$ cat config.mk
export PLATFORM = sky130hd
export DESIGN_NAME = joystick_state_with_deadzone
export DESIGN_NICKNAME = d
export VERILOG_FILES = /design/src/sv/jsd_pkg.sv /design/src/sv/joystick_state_with_deadzone.sv /design/src/sv/jsd_ram.sv /design/src/sv/jsd_axis_cond.sv
export SDC_FILE = /design/constraint.sdc
export NUM_CORES = 1
export LEC_CHECK = 0
export BUFFER_PORTS_ARGS = -buffer_cell sky130_fd_sc_hd__buf_2
export CAP_MARGIN = 20
export CORE_MARGIN = 3
export CORE_UTILIZATION = 30
export DETAILED_ROUTE_END_ITERATION = 16
export PLACE_DENSITY_LB_ADDON = 0.2
export SLEW_MARGIN = 20
export SYNTH_ARGS = -nofsm -noshare
export SYNTH_HDL_FRONTEND = slang
export SYNTH_HIERARCHICAL = 1
export SYNTH_SLANG_ARGS = --single-unit
$ cat constraint.sdc
create_clock -name clk -period 11.5 [get_ports clk]
set_input_delay 0.575 -clock clk [delete_from_list [all_inputs] [get_ports clk]]
set_output_delay 0.575 -clock clk [all_outputs]
set_load 0.02 [all_outputs]
$ cat src/sv/jsd_pkg.sv
// Package for the joystick state store: store sizes, opcodes, Q1.15 constants,
// state and control types, and the types shared with the axis conditioning unit.
// Depends on nothing.
package jsd_pkg;

    // Store depths.
    localparam int NUM_AXES    = 16;
    localparam int NUM_BUTTONS = 64;
    localparam int NUM_HATS    = 4;

    // Buttons and hats share one memory, so its depth covers both.
    localparam int KEY_DEPTH = (NUM_BUTTONS > NUM_HATS) ? NUM_BUTTONS : NUM_HATS;
    localparam int AXIS_AW   = (NUM_AXES > 1) ? $clog2(NUM_AXES) : 1;
    localparam int KEY_AW    = (KEY_DEPTH > 1) ? $clog2(KEY_DEPTH) : 1;

    // Field widths.
    localparam int OP_W     = 3;
    localparam int SLOT_W   = 6;
    localparam int SAMPLE_W = 16;
    localparam int HAT_W    = 4;
    localparam int ZONE_W   = 15;

    // Layout of a word in the button and hat memory.
    localparam int KEY_W       = HAT_W + 1;
    localparam int KEY_BTN_BIT = 0;
    localparam int KEY_HAT_LSB = 1;

    // Opcodes.
    localparam logic [OP_W-1:0] OP_AXIS_MOTION = 3'd0;
    localparam logic [OP_W-1:0] OP_BUTTON_DOWN = 3'd1;
    localparam logic [OP_W-1:0] OP_BUTTON_UP   = 3'd2;
    localparam logic [OP_W-1:0] OP_HAT_MOTION  = 3'd3;
    localparam logic [OP_W-1:0] OP_READ_AXIS   = 3'd4;
    localparam logic [OP_W-1:0] OP_READ_BUTTON = 3'd5;
    localparam logic [OP_W-1:0] OP_READ_HAT    = 3'd6;

    // Configuration register indexes.
    localparam logic CFG_DEADZONE = 1'b0;
    localparam logic CFG_END_ZONE = 1'b1;

    // Q1.15 constants; the two unit constants are 18 bits signed for the zone comparisons.
    localparam logic signed [17:0] ONE_Q15     = 18'sd32768;
    localparam logic signed [17:0] MINUS_ONE_Q = -18'sd32768;
    localparam logic signed [15:0] POS_FULL    = 16'sh7FFF;
    localparam logic signed [15:0] NEG_FULL    = 16'sh8000;

    // Restoring divider: one quotient bit per step.
    localparam int DIV_STEPS  = 15;
    localparam int DIV_CNT_W  = $clog2(DIV_STEPS);

    // Main sequencer states.
    typedef enum logic [1:0] {
        ST_IDLE,
        ST_EXEC,
        ST_WAIT
    } seq_state_t;

    // Conditioning unit states.
    typedef enum logic {
        C_IDLE,
        C_DIV
    } cond_state_t;

    // Request into the conditioning unit.
    typedef struct packed {
        logic                       start;
        logic signed [SAMPLE_W-1:0] sample;
        logic [ZONE_W-1:0]          dz;
        logic [ZONE_W-1:0]          ez;
    } cond_req_t;

    // Response from the conditioning unit.
    typedef struct packed {
        logic                       done;
        logic signed [SAMPLE_W-1:0] level;
    } cond_rsp_t;

    // Control decoded by the sequencer in the execute and wait states.
    typedef struct packed {
        logic axis_we;
        logic key_we;
        logic cond_start;
        logic res_load;
    } exec_ctl_t;

endpackage

$ cat src/sv/joystick_state_with_deadzone.sv
// Top level of the joystick state store: axis memory, button and hat memory,
// the read-modify-write sequencer and the configuration registers.
// Depends on jsd_pkg, jsd_ram and jsd_axis_cond.
//
//  Channel   Handshake                Payload
//  --------  -----------------------  ---------------------------------------------
//  command   start high, busy low     opcode, slot, axis_sample, hat_bits
//  result    result_strobe, 1 cycle   axis_level, button_pressed, hat_state, read_done
//  config    cfg_we                   cfg_index, cfg_data
//
//  Every transaction reads its store entry in the accept cycle and acts on it in the
//  next one. Apart from an axis read of a slot in the store, busy is high only in the
//  execute state and the result strobe rises as it falls. Such an axis read always
//  waits on the conditioning unit: busy stays high through the execute and wait states,
//  and the strobe rises as it falls. When a rescale is needed, the wait lasts while the
//  divider runs, one quotient bit per cycle.
//  Reset clears the valid bits of both memories at once, so no clearing pass is run.
//  The receiver cannot stall; a new command is taken while a result is on show.
module joystick_state_with_deadzone
    import jsd_pkg::*;
(
    input  logic                       clk,
    input  logic                       rst_n,
    input  logic                       start,
    output logic                       busy,
    input  logic [OP_W-1:0]            opcode,
    input  logic [SLOT_W-1:0]          slot,
    input  logic signed [SAMPLE_W-1:0] axis_sample,
    input  logic [HAT_W-1:0]           hat_bits,
    output logic                       result_strobe,
    output logic signed [SAMPLE_W-1:0] axis_level,
    output logic                       button_pressed,
    output logic [HAT_W-1:0]           hat_state,
    output logic                       read_done,
    input  logic                       cfg_we,
    input  logic                       cfg_index,
    input  logic [ZONE_W-1:0]          cfg_data
);

    seq_state_t state_reg, state_next;

    logic [OP_W-1:0]            op_reg;
    logic [SLOT_W-1:0]          slot_reg;
    logic signed [SAMPLE_W-1:0] sample_reg;
    logic [HAT_W-1:0]           hat_reg;
    logic [ZONE_W-1:0]          dz_reg, ez_reg;

    logic [NUM_AXES-1:0]  axis_valid_reg, axis_valid_next;
    logic [KEY_DEPTH-1:0] key_valid_reg, key_valid_next;

    logic signed [SAMPLE_W-1:0] level_reg, level_next;
    logic                       pressed_reg, pressed_next;
    logic [HAT_W-1:0]           hat_state_reg, hat_state_next;
    logic                       read_done_reg, read_done_next;
    logic                       strobe_reg;

    logic [AXIS_AW-1:0]  axis_raddr, axis_waddr;
    logic [KEY_AW-1:0]   key_raddr, key_waddr;
    logic [SAMPLE_W-1:0] axis_rdata;
    logic [KEY_W-1:0]    key_rdata, key_wdata;

    logic            axis_in_range, btn_in_range, hat_in_range;
    logic [15:0]     axis_word;
    logic [KEY_W-1:0] key_word;
    logic            accept;

    exec_ctl_t ctl;
    cond_req_t cond_req;
    cond_rsp_t cond_rsp;

    assign accept = start && (state_reg == ST_IDLE);
    assign busy   = state_reg != ST_IDLE;

    // Reads are issued straight from the command ports in the accept cycle.
    assign axis_raddr = AXIS_AW'(slot);
    assign key_raddr  = KEY_AW'(slot);
    assign axis_waddr = AXIS_AW'(slot_reg);
    assign key_waddr  = KEY_AW'(slot_reg);

    jsd_ram #(
        .WIDTH (SAMPLE_W),
        .DEPTH (NUM_AXES)
    ) u_axis_ram (
        .clk   (clk),
        .we    (ctl.axis_we),
        .waddr (axis_waddr),
        .wdata (sample_reg),
        .raddr (axis_raddr),
        .rdata (axis_rdata)
    );

    jsd_ram #(
        .WIDTH (KEY_W),
        .DEPTH (KEY_DEPTH)
    ) u_key_ram (
        .clk   (clk),
        .we    (ctl.key_we),
        .waddr (key_waddr),
        .wdata (key_wdata),
        .raddr (key_raddr),
        .rdata (key_rdata)
    );

    // Range checks and store words, with unwritten entries reading as reset.
    always_comb
    begin
        axis_in_range = int'(slot_reg) < NUM_AXES;
        btn_in_range  = int'(slot_reg) < NUM_BUTTONS;
        hat_in_range  = int'(slot_reg) < NUM_HATS;
        axis_word     = '0;
        key_word      = '0;
        if (axis_in_range && axis_valid_reg[axis_waddr])
        begin
            axis_word = axis_rdata;
        end
        if ((btn_in_range || hat_in_range) && key_valid_reg[key_waddr])
        begin
            key_word = key_rdata;
        end
    end

    assign cond_req.start  = ctl.cond_start;
    assign cond_req.sample = signed'(axis_word);
    assign cond_req.dz     = dz_reg;
    assign cond_req.ez     = ez_reg;

    jsd_axis_cond u_cond (
        .clk   (clk),
        .rst_n (rst_n),
        .req   (cond_req),
        .rsp   (cond_rsp)
    );

    // Next state of the sequencer.
    always_comb
    begin
        state_next = state_reg;
        unique case (state_reg)
            ST_IDLE:
            begin
                if (start)
                begin
                    state_next = ST_EXEC;
                end
            end
            ST_EXEC:
            begin
                if ((op_reg == OP_READ_AXIS) && axis_in_range)
                begin
                    state_next = ST_WAIT;
                end
                else
                begin
                    state_next = ST_IDLE;
                end
            end
            ST_WAIT:
            begin
                if (cond_rsp.done)
                begin
                    state_next = ST_IDLE;
                end
            end
        endcase
    end

    // Sequencer outputs: store writes, divider start and result values.
    always_comb
    begin
        ctl            = '0;
        key_wdata      = key_word;
        level_next     = '0;
        pressed_next   = 1'b0;
        hat_state_next = '0;
        read_done_next = 1'b0;
        unique case (state_reg)
            ST_IDLE:
            begin
            end
            ST_EXEC:
            begin
                ctl.res_load = 1'b1;
                case (op_reg)
                    OP_AXIS_MOTION:
                    begin
                        ctl.axis_we = axis_in_range;
                    end
                    OP_BUTTON_DOWN:
                    begin
                        ctl.key_we              = btn_in_range;
                        key_wdata[KEY_BTN_BIT] = 1'b1;
                    end
                    OP_BUTTON_UP:
                    begin
                        ctl.key_we              = btn_in_range;
                        key_wdata[KEY_BTN_BIT] = 1'b0;
                    end
                    OP_HAT_MOTION:
                    begin
                        ctl.key_we                                = hat_in_range;
                        key_wdata[KEY_HAT_LSB +: HAT_W] = hat_reg;
                    end
                    OP_READ_AXIS:
                    begin
                        read_done_next = 1'b1;
                        if (axis_in_range)
                        begin
                            ctl.cond_start = 1'b1;
                            ctl.res_load   = 1'b0;
                        end
                    end
                    OP_READ_BUTTON:
                    begin
                        read_done_next = 1'b1;
                        pressed_next   = btn_in_range && key_word[KEY_BTN_BIT];
                    end
                    OP_READ_HAT:
                    begin
                        read_done_next = 1'b1;
                        if (hat_in_range)
                        begin
                            hat_state_next = key_word[KEY_HAT_LSB +: HAT_W];
                        end
                    end
                    default:
                    begin
                    end
                endcase
            end
            ST_WAIT:
            begin
                ctl.res_load   = cond_rsp.done;
                level_next     = cond_rsp.level;
                read_done_next = 1'b1;
            end
        endcase
    end

    // Valid bits follow the store writes.
    always_comb
    begin
        axis_valid_next = axis_valid_reg;
        key_valid_next  = key_valid_reg;
        if (ctl.axis_we)
        begin
            axis_valid_next[axis_waddr] = 1'b1;
        end
        if (ctl.key_we)
        begin
            key_valid_next[key_waddr] = 1'b1;
        end
    end

    // Control state, valid bits and configuration registers.
    always_ff @(posedge clk or negedge rst_n)
    begin
        if (!rst_n)
        begin
            state_reg      <= ST_IDLE;
            strobe_reg     <= 1'b0;
            axis_valid_reg <= '0;
            key_valid_reg  <= '0;
            dz_reg         <= '0;
            ez_reg         <= '0;
        end
        else
        begin
            state_reg      <= state_next;
            strobe_reg     <= ctl.res_load;
            axis_valid_reg <= axis_valid_next;
            key_valid_reg  <= key_valid_next;
            if (cfg_we)
            begin
                unique case (cfg_index)
                    CFG_DEADZONE: dz_reg <= cfg_data;
                    CFG_END_ZONE: ez_reg <= cfg_data;
                endcase
            end
        end
    end

    // Command capture and result payload.
    always_ff @(posedge clk)
    begin
        if (accept)
        begin
            op_reg     <= opcode;
            slot_reg   <= slot;
            sample_reg <= axis_sample;
            hat_reg    <= hat_bits;
        end
        if (ctl.res_load)
        begin
            level_reg     <= level_next;
            pressed_reg   <= pressed_next;
            hat_state_reg <= hat_state_next;
            read_done_reg <= read_done_next;
        end
    end

    assign result_strobe  = strobe_reg;
    assign axis_level     = level_reg;
    assign button_pressed = pressed_reg;
    assign hat_state      = hat_state_reg;
    assign read_done      = read_done_reg;

endmodule

$ cat src/sv/jsd_ram.sv
// Generic single-port-write, single-port-read RAM with a registered read.
// Depends on nothing.
module jsd_ram #(
    parameter int WIDTH = 8,
    parameter int DEPTH = 16,
    localparam int AW   = (DEPTH > 1) ? $clog2(DEPTH) : 1
) (
    input  logic             clk,
    input  logic             we,
    input  logic [AW-1:0]    waddr,
    input  logic [WIDTH-1:0] wdata,
    input  logic [AW-1:0]    raddr,
    output logic [WIDTH-1:0] rdata
);

    logic [WIDTH-1:0] mem [DEPTH];
    logic [WIDTH-1:0] rdata_reg;

    // Write port and registered read port.
    always_ff @(posedge clk)
    begin
        if (we)
        begin
            mem[waddr] <= wdata;
        end
        rdata_reg <= mem[raddr];
    end

    assign rdata = rdata_reg;

endmodule

$ cat src/sv/jsd_axis_cond.sv
// Axis conditioning unit: deadzone, end zone and rescale of one Q1.15 sample,
// with a restoring divider that produces one quotient bit per cycle.
// Depends on jsd_pkg.
module jsd_axis_cond
    import jsd_pkg::*;
(
    input  logic      clk,
    input  logic      rst_n,
    input  cond_req_t req,
    output cond_rsp_t rsp
);

    cond_state_t state_reg, state_next;

    logic [16:0]          rem_reg, rem_next;
    logic [16:0]          den_reg, den_next;
    logic [14:0]          quo_reg, quo_next;
    logic [DIV_CNT_W-1:0] cnt_reg, cnt_next;
    logic                 neg_reg, neg_next;
    logic signed [15:0]   level_reg, level_next;
    logic                 done_reg, done_next;

    logic signed [17:0] v18, dz18, ez18, mag18, num18, den18, nmag18;
    logic [16:0]        nmag17, den17;
    logic               is_below, is_pos_sat, is_neg_sat, is_null, is_ovf;
    logic signed [15:0] imm_level;
    logic               is_imm;

    logic [17:0] rem_sh;
    logic [17:0] den_ext;
    logic        step_ge;
    logic [16:0] rem_step;
    logic [14:0] quo_step;
    logic [15:0] quo_mag;
    logic        last_step;

    // Classification of the sample against both zones.
    always_comb
    begin
        v18    = 18'(req.sample);
        dz18   = signed'({3'b000, req.dz});
        ez18   = signed'({3'b000, req.ez});
        mag18  = (v18 < 18'sd0) ? -v18 : v18;
        num18  = (v18 > 18'sd0) ? (v18 - dz18) : (v18 + dz18);
        den18  = ONE_Q15 - dz18 - ez18;
        nmag18 = (num18 < 18'sd0) ? -num18 : num18;
        nmag17 = nmag18[16:0];
        den17  = den18[16:0];

        is_below   = mag18 < dz18;
        is_pos_sat = (v18 + ez18) > ONE_Q15;
        is_neg_sat = (v18 - ez18) < MINUS_ONE_Q;
        is_null    = (num18 == 18'sd0) || (den18 <= 18'sd0);
        is_ovf     = nmag17 >= den17;

        // A quotient of full scale or more saturates, so only a numerator
        // below the divisor needs the divider.
        is_imm    = 1'b1;
        imm_level = 16'sd0;
        priority if (is_below)
        begin
            imm_level = 16'sd0;
        end
        else if (is_pos_sat)
        begin
            imm_level = POS_FULL;
        end
        else if (is_neg_sat)
        begin
            imm_level = NEG_FULL;
        end
        else if (is_null)
        begin
            imm_level = 16'sd0;
        end
        else if (is_ovf)
        begin
            imm_level = (num18 < 18'sd0) ? NEG_FULL : POS_FULL;
        end
        else
        begin
            is_imm = 1'b0;
        end
    end

    // One restoring division step.
    always_comb
    begin
        rem_sh    = {rem_reg, 1'b0};
        den_ext   = {1'b0, den_reg};
        step_ge   = rem_sh >= den_ext;
        rem_step  = step_ge ? 17'(rem_sh - den_ext) : rem_sh[16:0];
        quo_step  = {quo_reg[13:0], step_ge};
        quo_mag   = {1'b0, quo_step};
        last_step = cnt_reg == DIV_CNT_W'(DIV_STEPS - 1);
    end

    // Next state.
    always_comb
    begin
        state_next = state_reg;
        unique case (state_reg)
            C_IDLE:
            begin
                if (req.start && !is_imm)
                begin
                    state_next = C_DIV;
                end
            end
            C_DIV:
            begin
                if (last_step)
                begin
                    state_next = C_IDLE;
                end
            end
        endcase
    end

    // Datapath and outputs.
    always_comb
    begin
        rem_next   = rem_reg;
        den_next   = den_reg;
        quo_next   = quo_reg;
        cnt_next   = cnt_reg;
        neg_next   = neg_reg;
        level_next = level_reg;
        done_next  = 1'b0;
        unique case (state_reg)
            C_IDLE:
            begin
                if (req.start)
                begin
                    if (is_imm)
                    begin
                        level_next = imm_level;
                        done_next  = 1'b1;
                    end
                    else
                    begin
                        rem_next = nmag17;
                        den_next = den17;
                        quo_next = '0;
                        cnt_next = '0;
                        neg_next = num18 < 18'sd0;
                    end
                end
            end
            C_DIV:
            begin
                rem_next = rem_step;
                quo_next = quo_step;
                cnt_next = cnt_reg + DIV_CNT_W'(1);
                if (last_step)
                begin
                    level_next = neg_reg ? signed'(16'(-quo_mag)) : signed'(quo_mag);
                    done_next  = 1'b1;
                end
            end
        endcase
    end

    // Control registers.
    always_ff @(posedge clk or negedge rst_n)
    begin
        if (!rst_n)
        begin
            state_reg <= C_IDLE;
            done_reg  <= 1'b0;
        end
        else
        begin
            state_reg <= state_next;
            done_reg  <= done_next;
        end
    end

    // Datapath registers.
    always_ff @(posedge clk)
    begin
        rem_reg   <= rem_next;
        den_reg   <= den_next;
        quo_reg   <= quo_next;
        cnt_reg   <= cnt_next;
        neg_reg   <= neg_next;
        level_reg <= level_next;
    end

    assign rsp.done  = done_reg;
    assign rsp.level = level_reg;

endmodule
==> impl_results.md, run 1 <==
- Status: completed
- Initial antenna violation count: 6
- Cell Rows: 131
- Sequential area share after synthesis: 61.98%
- Capturing element type of the critical path: flop
- Post-CTS Setup Inserts: 0
- Vias in the first global route: 24.39k
- Period utilisation layout: 89.55%
- Clock-pin slew on the worst setup and hold paths: 0.06 ns
- Hold Crit Class: input pin to flop
- Sequential cell area: 0.02420 sq mm
- Cell count along the critical path: 28
- Synth top area share: 53.53%
- Setup Total Neg Slack: 0 ns
- Slew margin rel.: 27.68%
- Clk Latency, worst-skew pair: 0.70 ns
- Die H: 366.7 microns
- CP most frequent cell: ha_1
- Worst r2r src: key_waddr[0]
- Net Count, Synth: 2859
- Yosys reg bits: 832
- Critical path class: flop to flop
- Maximum clock rate: 97.11 MHz
- Clock sink count: 832
- CTS tree: done
- Grt total ovfl: 0
- CTS root buf: clkbuf_16
- Critical path's top delay family: compound AO/OA/AOI/OAI gates
- Setup slack, reg-to-reg: 1.20 ns
- Via density: 5.085
- IO Pins: 73
- Worst Tran Pin Value: 1.085 ns
- Number of gates resized after CTS: 0
- Hold Buf Count CTS: 2
- Total GRT Usage: 14.94%
- Fin util: 34.70%
- Req. time, crit path: 11.81 ns
- RR Endpoint: u_cond/rem_reg[0]
- Pin count of the biggest net entering global routing: 75
- H-tree depth: 3
- Longest Clk Path Bufs: 3
- Area contributors post-synth: edfxtp_1 54%, dfrtp_1 7.4%, mux4_2 7.1%, ha_1 3.8%, xnor2_1 1.8%
- Port bufs: 72
- Max FFs per register: 320
- Drt pass-1 iters: 5
- Top_reg_cell synth: edfxtp_1
- WP buf/inv: 2
- # setup viols final: 0
- Post-synth EDFFs: 696
- Mapped Avg Cell Area: 14.52 sq um
- Crit path max fanout: 24
- RSZ-0062 raised after global routing: no
- Cell Pwr Density: 184.8 mW/mm^2
- Hold Vio Cnt, Final: 0
- FF-to-FF path depth: 28
- Post-synth ARST share: 13.82%
- Min-Delay Path Depth: 1
- Post-DP HPWL: 68080 microns
- Peak VDD IR: 104.9 uV
- Die Wd: 366.7 microns
- Final Max Tran Viols: 0
- CP Launch Type: flop
- Nets: 2959
- WP data arrival: 10.61 ns
- Slowest-stage cell, CP: or4b_2
- Residual DRC: 0
- Worst hold slack: 0.06278 ns
- First-pass GRT wire length: 155000 microns
- WL final: 101600 microns
- Post-Syn Area: 0.03904 sq mm
- Initial Util: 30.42%
- Worst Setup SP: key_waddr[0]
- Synth warn: 6
- Maxcap violations: 0
- CTS Buf Count: 93
- Yosys top cell by area: edfxtp_1
- Number of diodes: 0
- Number of DRC markers after the initial detailed-route iteration: 1779
- Synth-to-layout area growth: 14.05%
- Syn Inst Count: 2688
- CP endpoint: u_cond/rem_reg[0]
- CORE AREA: 0.1283 sq mm
- Synth cell types: 96
- Filler cells: 12.33k
- GPL Wtd Cong: 0.8542
- LEAKAGE: 16.04 nW
- Total Die Area: 0.1345 sq mm
- Final ANT Viol Nets: 0
- WL/cell: 22.10 microns
- Area of the multi-input gates: 0.01393 sq mm
- Tmin final: 10.30 ns
- Via count: 23.38k
- Share of layout cells above drive strength 1: 17.33%
- Worst Clk Skew: 0.05974 ns
- Worst path max stage delay: 0.69 ns
## placed cells by master, fill, tap and decap left out, types with 31 or more instances in the layout
cell,n
a21o_1,62
a21oi_1,72
a22oi_1,56
and2_1,41
buf_2,69
buf_4,48
clkbuf_16,93
dfrtp_1,114
edfxtp_1,696
ha_1,118
inv_1,111
mux2_2,49
mux2i_1,44
mux4_2,123
nand2_1,148
nand2b_1,34
nand3_1,43
nor2_1,159
nor2b_1,36
nor3_1,34
o211ai_1,31
o21ai_0,59
o21bai_1,31
xnor2_1,80
## worst register-to-register path, delay by kind of cell, from the launching register on
kind / cells / cell delay, ns
xor gates and xnor gates: 2 / 0.70
and+or+nand+nor: 8 / 2.17
DFF: 1 / 0.68
AOI/OAI and AO/OA: 11 / 3.72
muxes: 2 / 1.24
buffers and inverters: 2 / 0.58
adders and majority gates: 3 / 0.81
## layer usage
metal / up-vias / share of wire, % / track usage, %
li1: 10670 / - / -
met1: 12010 / 43 / 19.30
met2: 544 / 50 / 25.85
met3: 154 / 4.6 / 2.491
met4: 6 / 2.3 / 4.104
met5: - / 0.043 / 0
## worst min-delay path by stage
stage / startpoint / to / slack [ns]
5_1_grt: hat_bits[1] / hat_reg[1] / 0.02
2_1_floorplan: rst_n / axis_valid_reg[0] / 0.28
3_5_place_dp: axis_valid_reg[5] / axis_valid_reg[5] / 0.44
4_1_cts: hat_bits[1] / hat_reg[1] / 0.0008
3_3_place_gp: axis_valid_reg[6] / axis_valid_reg[6] / 0.43
6_report: hat_bits[1] / hat_reg[1] / 0.06
## layout make-up
class	count	share of cell area, %
Sequential cell	832	54.35
Multi-Input combinational cell	1625	31.28
Clock buffer	115	5.457
Tap cell	1729	4.858
Timing Repair Buffer	123	1.731
Clock inverter	60	1.366
Inverter	113	0.9638
## cell usage after synthesis, types with 9 or more instances
master	number
edfxtp_1	696
nor2_1	171
nand2_1	148
mux4_2	123
ha_1	118
dfrtp_1	115
inv_1	111
xnor2_1	80
a21oi_1	72
clkbuf_1	69
a21o_1	62
o21ai_0	59
a22oi_1	56
mux2_2	49
mux2i_1	44
nand3_1	43
and2_1	42
nor3_1	39
nor2b_1	37
nand2b_1	34
o21bai_1	32
o211ai_1	31
nand4_1	29
mux4_1	26
o31ai_1	24
and3_1	23
or3_1	22
dfxtp_1	21
o21a_1	20
nor4_1	19
o22ai_1	19
xor2_1	19
a31oi_1	15
buf_6	14
or2_2	14
buf_2	13
a211oi_1	11
buf_4	10
o2111ai_1	9
or4_1	9
## cells by family (layout without fill, tap and decap cells)
kind of cell               Yosys count  after routing  share of synthesized area [%]
xor gates and xnor gates            99             99                          2.221
muxes                              242            242                          11.39
DFF                                832            832                          61.98
adders and majority gates          122            122                          3.987
buffers and inverters              231            411                          2.734
and+or+nand+nor                    677            677                          8.922
AOI/OAI and AO/OA                  485            485                          8.768
## power breakdown
part	switching, W	internal, W
sequential	0.000133	0.00359
clock	0.00125	0.00168
combinational	0.00101	0.000566
total	0.00239	0.00583
## per-stage QoR
step | area [sq um] | setup WS, ns | power, W | cells
after floorplan | 39040 | 1.457 | 0.004816 | 2688
after global placement | 41450 | 1.429 | 0.005332 | 4418
after detailed placement | 41460 | 1.280 | 0.005371 | 4419
after CTS | 44520 | 1.207 | 0.008345 | 4596
after global routing | 44530 | 0.3679 | 0.008650 | 4597
final | 44530 | 1.202 | 0.008228 | 4597
Note: power is estimated with default switching activity, not from simulation.
==> run 2: changes to the inputs <==
--- a/config.mk
+++ b/config.mk
@@ -5,6 +5,7 @@
 export SDC_FILE = /design/constraint.sdc
 export NUM_CORES = 1
 export LEC_CHECK = 0
+export ABC_AREA = 1
 export BUFFER_PORTS_ARGS = -buffer_cell sky130_fd_sc_hd__buf_2
 export CAP_MARGIN = 20
 export CORE_MARGIN = 3
==> impl_results.md, run 2 <==
- Pin count of the biggest net entering global routing: 100 (+33%)
- Critical path class: flop to flop
- Synth top cells by count: 1414 x nand2_1, 696 x edfxtp_1, 571 x nand3_1
- Req. time, crit path: 11.79 ns (-0.02 ns)
- Die H: 379.2 microns (+3.4%)
- Post-Synth Simple-Gate Area: 24.76% (+16 points)
- Mux contribution to synthesized area: 0% (-11 points)
- Clock sink count: 832 (unchanged)
- Synth Area in XOR/XNOR: 1.150% (-1.1 points)
- Max FFs per register: 320 (unchanged)
- Commonest cells after routing, fill and taps aside: 1414 x nand2_1, 696 x edfxtp_1, 571 x nand3_1
- Synth cell types: 58 (-40%)
- CTS Buf Count: 96 (+3.2%)
- Setup Total Neg Slack: 0 ns (unchanged)
- WP buf/inv: 11 (+9)
- CTS tree: done
- Critical path's top delay family: simple AND/OR/NAND/NOR gates
- Post-DP HPWL: 74420 microns (+9.3%)
- Area of the multi-input gates: 0.01446 sq mm (+3.8%)
- Synth top area share: 50.03% (-3.5 points)
- Commonest non-fill, non-tap cell in the layout: nand2_1
- Hold Crit Class: input pin to flop
- Synth-to-layout area growth: 12.80%
- Via count: 30.17k (+29%)
- Period utilisation layout: 76.19% (-13 points)
- Final Max Tran Viols: 0 (unchanged)
- Clock-pin slew on the worst setup and hold paths: 0.06 ns (about the same)
- Synth warn: 6 (unchanged)
- RSZ-0062 raised after global routing: no
- CP Launch Type: flop
- LEAKAGE: 20.27 nW (+26%)
- Area contributors post-synth: edfxtp_1 50%, nand2_1 13%, dfrtp_1 6.9%, nand3_1 6.8%, inv_1 5.1%
- Grt total ovfl: 0 (unchanged)
- Post-route setup slack: 2.738 ns (+1.536 ns)
- Worst Clk Skew: 0.06481 ns (+0.005066 ns)
- GPL Wtd Cong: 0.8650 (+1.3%)
- Post-Syn Area: 0.04177 sq mm (+7.0%)
- CTS root buf: clkbuf_16
- Area share of fa/ha/maj cells after synthesis: 3.726% (-0.26 points)
- CORE AREA: 0.1378 sq mm (+7.4%)
- # setup viols final: 0 (unchanged)
- Top_reg_cell synth: edfxtp_1
- Post-synth EDFFs: 696 (unchanged)
- Mapped Avg Cell Area: 9.302 sq um (-36%)
- H-tree depth: 3 (unchanged)
- Final ANT Viol Nets: 0 (unchanged)
- Hold Vio Cnt, Final: 0 (unchanged)
- Clk Latency, worst-skew pair: 0.72 ns (+0.02 ns)
- Placed insts: 6237 (+41%)
- Total GRT Usage: 16.28% (+1.3 points)
- Share of layout cells above drive strength 1: 9.199% (-8.1 points)
- Cell Pwr Density: 179.9 mW/mm^2 (-2.6%)
- Maximum clock rate: 114.1 MHz (+18%)
- Port bufs: 72 (unchanged)
- Syn Inst Count: 4491 (+67%)
- Dpl ws: 2.815 ns (+1.535 ns)
- Largest family of logic cells by synthesized area: simple AND/OR/NAND/NOR gates
- First-pass GRT wire length: 180400 microns (+16%)
- Setup slack, reg-to-reg: 2.74 ns (+1.54 ns)
- Crit path max fanout: 43 (+79%)
- Tmin final: 8.762 ns (-1.536 ns)
- Initial antenna violation count: 1 (-5)
- Status: completed
- Synth Area in Compound Gates: 4.663% (-4.1 points)
- Slew margin rel.: 26.76% (-0.92 points)
- Die Wd: 379.2 microns (+3.4%)
- Hold Buf Count CTS: 9 (+7)
- Peak VDD IR: 104.0 uV (-0.89%)
- Nets: 4722 (+60%)
- Maxcap violations: 0 (unchanged)
- CP most frequent cell: nand2_1
- Fin cells: 6425 (+40%)
- WL/cell: 18.29 microns (-17%)
- Drt pass-1 iters: 7 (+2)
- Initial Util: 30.31% (-0.11 points)
- Capturing element type of the critical path: flop
- Worst Tran Pin Value: 1.095 ns (+0.01048 ns)
- Filler cells: 14.12k (+15%)
- Vias in the first global route: 29.53k (+21%)
- Yosys top cell by area: edfxtp_1
- Longest Clk Path Bufs: 3 (unchanged)
- Cell Rows: 136 (+3.8%)
- Number of gates resized after CTS: 0 (unchanged)
- IO Pins: 73 (unchanged)
- Yosys reg bits: 832 (unchanged)
- WL final: 117500 microns (+16%)
- Slowest-stage cell, CP: edfxtp_1
- Post-CTS Setup Inserts: 0 (unchanged)
- Number of DRC markers after the initial detailed-route iteration: 2022 (+14%)
- Total Die Area: 0.1438 sq mm (+6.9%)
- Sequential cell area: 0.02420 sq mm (about the same)
- Via density: 4.695 (-7.7%)
- Number of diodes: 0 (unchanged)
- Post-synth ARST share: 13.82% (unchanged)
- Total design power: 0.008479 W (+3.0%)
- WP data arrival: 9.05 ns (-1.56 ns)
- Net Count, Synth: 4662 (+63%)
- Residual DRC: 0 (unchanged)
- Worst path max stage delay: 0.80 ns (+0.11 ns)
- Sequential area share after synthesis: 57.93% (-4.1 points)
- Count leader, synth: nand2_1
run 2: cell count changes after synthesis, moves of 49 or more:
cell,change
a22oi_1,-56
a21o_1,-60
xnor2_1,-65
o21ai_0,+57
inv_1,+454
mux4_2,-123
mux2_2,-49
nand2_1,+1266
nand3_1,+528
nor2_1,+56
run 2: final timing paths:
kind                                    from                 end  depth (start not counted)
setup / recovery                key_waddr[0]  u_cond/den_reg[10]                         46
hold / removal                axis_sample[1]       sample_reg[1]                          1
setup reg to reg                key_waddr[0]  u_cond/den_reg[10]                         46
hold reg to reg            key_valid_reg[12]   key_valid_reg[12]                          2
max in group asynchronous              rst_n   key_valid_reg[37]                          3
min in group asynchronous              rst_n           dz_reg[1]                          2
run 2: per-stage QoR:
| step | cell area (sq um) | hold slack (ns) | utilization, % |
|---|---|---|---|
| finish | 47120 | 0.06600 | 34.19 |
| global route | 47120 | 0.03884 | 34.19 |
| floorplan | 41770 | 0.2794 | - |
| detailed placement | 43870 | 0.4409 | 31.83 |
| CTS | 47080 | 0.01275 | 34.16 |
| global placement | 43860 | 0.4309 | 31.82 |
run 2: logic make-up after synthesis:
family / Yosys count
buf+inv: 760
xor+xnor: 54
compound gates: 327
flops: 832
fa+ha+maj: 122
simple gates: 2396
run 2: power breakdown:
| part | internal, W | switching, W | total [W] |
|---|---|---|---|
| logic | 0.000507 | 0.00121 | 0.00172 |
| clock network | 0.00173 | 0.00130 | 0.00303 |
| registers | 0.00360 | 0.000128 | 0.00373 |
run 2: per-layer routing:
| layer | share of wire, % | track usage [%] |
|---|---|---|
| met3 | 4.1 | 2.146 |
| met1 | 46 | 21.77 |
| met4 | 2.3 | 4.768 |
| met2 | 48 | 27.47 |
| met5 | 0 | 0 |
run 2: final cells by class:
class / instances / area share, %
well taps: 1794 / 4.764
multi-input cells: 2899 / 30.69
flip-flops and latches: 832 / 51.36
clock buffers: 116 / 5.258
inverters: 592 / 4.748
clock inverters: 62 / 1.365
repair buffers: 130 / 1.824
==> run 3: changes to the inputs <==
--- a/config.mk
+++ b/config.mk
@@ -5,7 +5,7 @@
 export SDC_FILE = /design/constraint.sdc
 export NUM_CORES = 1
 export LEC_CHECK = 0
-export ABC_AREA = 1
+export ABC_AREA = 0
 export BUFFER_PORTS_ARGS = -buffer_cell sky130_fd_sc_hd__buf_2
 export CAP_MARGIN = 20
 export CORE_MARGIN = 3
==> constraint.sdc (replaced) <==
create_clock -name clk -period 9 [get_ports clk]
set_input_delay 0.45 -clock clk [delete_from_list [all_inputs] [get_ports clk]]
set_output_delay 0.45 -clock clk [all_outputs]
set_load 0.02 [all_outputs]
==> impl_results.md, run 3 (synthesis results as in run 1) <==
- Port bufs: 72 (unchanged)
- Total GRT Usage: 14.83% (-1.4 points)
- Area of the multi-input gates: 0.01405 sq mm (-2.8%)
- Cell Rows: 131 (-3.7%)
- Tmin final: 8.611 ns (-0.1508 ns)
- Setup slack, reg-to-reg: 0.39 ns (-2.35 ns)
- WL final: 101800 microns (-13%)
- Capturing element type of the critical path: flop
- Slowest-stage cell, CP: or4b_2
- Die Wd: 366.7 microns (-3.3%)
- Fin util: 35.31% (+1.1 points)
- Final Max Tran Viols: 0 (unchanged)
- CTS tree: done
- Min-delay src: cfg_data[8]
- Maximum clock rate: 116.1 MHz (+1.8%)
- Sequential cell area: 0.02420 sq mm (about the same)
- CTS root buf: clkbuf_16
- Max FFs per register: 320 (unchanged)
- Grt total ovfl: 0 (unchanged)
- H-tree depth: 3 (unchanged)
- Worst Setup SP: key_waddr[0]
- Clock sink count: 832 (unchanged)
- Initial antenna violation count: 1 (unchanged)
- Min-Delay Path Depth: 2 (+1)
- Initial Util: 30.42% (+0.11 points)
- FF-to-FF path depth: 32 (-30%)
- Cell Pwr Density: 233.0 mW/mm^2 (+29%)
- Clk Latency, worst-skew pair: 0.69 ns (-0.03 ns)
- Worst r2r src: key_waddr[0]
- Hold Vio Cnt, Final: 0 (unchanged)
- Pin count of the biggest net entering global routing: 85 (-15%)
- Post-DP HPWL: 67140 microns (-9.8%)
- Synth-to-layout area growth: 16.08%
- # setup viols final: 0 (unchanged)
- Period utilisation layout: 95.68% (+19 points)
- CTS Buf Count: 91 (-5.2%)
- WP data arrival: 8.98 ns (-0.07 ns)
- RR Endpoint: u_cond/rem_reg[12]
- Residual DRC: 0 (unchanged)
- WL/cell: 21.81 microns (+19%)
- Hold Crit Class: input pin to flop
- Req. time, crit path: 9.36 ns (-2.43 ns)
- Final ANT Viol Nets: 0 (unchanged)
- Critical path class: flop to flop
- Worst Tran Pin Value: 1.092 ns (-0.003429 ns)
- Commonest cells after routing, fill and taps aside: 696 x edfxtp_1, 159 x nor2_1, 148 x nand2_1
- Share of layout cells above drive strength 1: 18.52% (+9.3 points)
- Maxcap violations: 0 (unchanged)
- Nets: 3033 (-36%)
- Peak VDD IR: 163.3 uV (+57%)
- Longest Clk Path Bufs: 3 (unchanged)
- Status: completed
- LEAKAGE: 16.42 nW (-19%)
- Clock-pin slew on the worst setup and hold paths: 0.05 ns (about the same)
- GPL Wtd Cong: 0.8373 (-3.2%)
- IO Pins: 73 (unchanged)
- Commonest non-fill, non-tap cell in the layout: edfxtp_1
- Total design power: 0.01056 W (+25%)
- Slew margin rel.: 27.21% (+0.45 points)
- Worst Clk Skew: 0.06815 ns (+0.003344 ns)
- Hold Path Sink: ez_reg[8]
- Via count: 23.61k (-22%)
- Drt pass-1 iters: 5 (-2)
- CORE AREA: 0.1283 sq mm (-6.9%)
- CP most frequent cell: a21o_1
- Total Die Area: 0.1345 sq mm (-6.4%)
- Dpl ws: 0.02014 ns (-2.795 ns)
- First-pass GRT wire length: 153400 microns (-15%)
- Vias in the first global route: 24.37k (-17%)
- Post-route setup slack: 0.3887 ns (-2.349 ns)
- Filler cells: 12.22k (-13%)
- Number of DRC markers after the initial detailed-route iteration: 1577 (-22%)
- Crit path max fanout: 9 (-79%)
- Via density: 5.059 (+7.7%)
- Die H: 366.7 microns (-3.3%)
- Number of diodes: 0 (unchanged)
- Worst path max stage delay: 0.64 ns (-0.16 ns)
- CP Launch Type: flop
-- run 3: power by group --
group          switching, W  internal, W  leakage, nW  total, W
sequential         0.000160      0.00459         7.99   0.00475
clock               0.00158      0.00213         1.43   0.00371
combinational       0.00131     0.000786         7.00   0.00210
total               0.00305      0.00750         16.4    0.0106
-- run 3: worst max-delay path by stage --
stage               slack [ns]                  end  depth (start not counted)
finish                    0.39   u_cond/rem_reg[12]                         32
global route             -0.05   u_cond/rem_reg[11]                         32
floorplan                 0.03  u_cond/level_reg[0]                         33
global placement          0.14   u_cond/den_reg[12]                         31
detailed placement        0.02   u_cond/den_reg[12]                         29
CTS                       0.07   u_cond/den_reg[11]                         30
-- run 3: stage by stage --
stage / cells / hold slack (ns) / cell area [sq um] / setup TNS [ns]
finish: 4667 / 0.05008 / 45320 / 0
global route: 4667 / 0.02057 / 45320 / -1.304
CTS: 4653 / 0.002157 / 45070 / 0
detailed placement: 4451 / 0.4400 / 41740 / 0
global placement: 4451 / 0.4325 / 41730 / 0
floorplan: 2688 / 0.1544 / 39080 / 0
-- run 3: worst max-delay path, delay by kind of cell (launching register included) --
family | cells | cell delay [ns]
and+or+nand+nor | 9 | 2.18
AOI/OAI and AO/OA | 12 | 2.70
muxes | 2 | 1.14
DFF | 1 | 0.46
adders and majority gates | 3 | 0.87
buffers and inverters | 4 | 0.57
xor gates and xnor gates | 2 | 0.40
-- run 3: area by class of cell --
type                            count  share of cell area (%)
Clock buffer                      117                   5.285
Clock inverter                     52                   1.323
Inverter                          113                  0.9470
Multi-Input combinational cell   1626                   31.01
Sequential cell                   832                   53.40
Tap cell                         1729                   4.774
Timing Repair Buffer              198                   3.263
-- run 3: layer usage --
layer	vias to the layer above	share of wire (%)	GRT usage, %	wire (microns)
li1	10820	-	-	-
met3	170	4.3	2.366	4369
met2	582	50	25.68	50990
met5	-	0.013	0	13
met1	12040	43	19.04	43510
met4	2	2.9	4.508	2911
-- run 3: timing repair --
item | 4_1_cts | 5_1_grt
pin swaps | 0 | 4
cloned | 0 | 4
hold endpoints to repair | 72 | 0
resized for setup | 2 | 16
hold buffers | 33 | 0
setup buffers | 0 | 10
setup endpoints to repair | 35 | 87
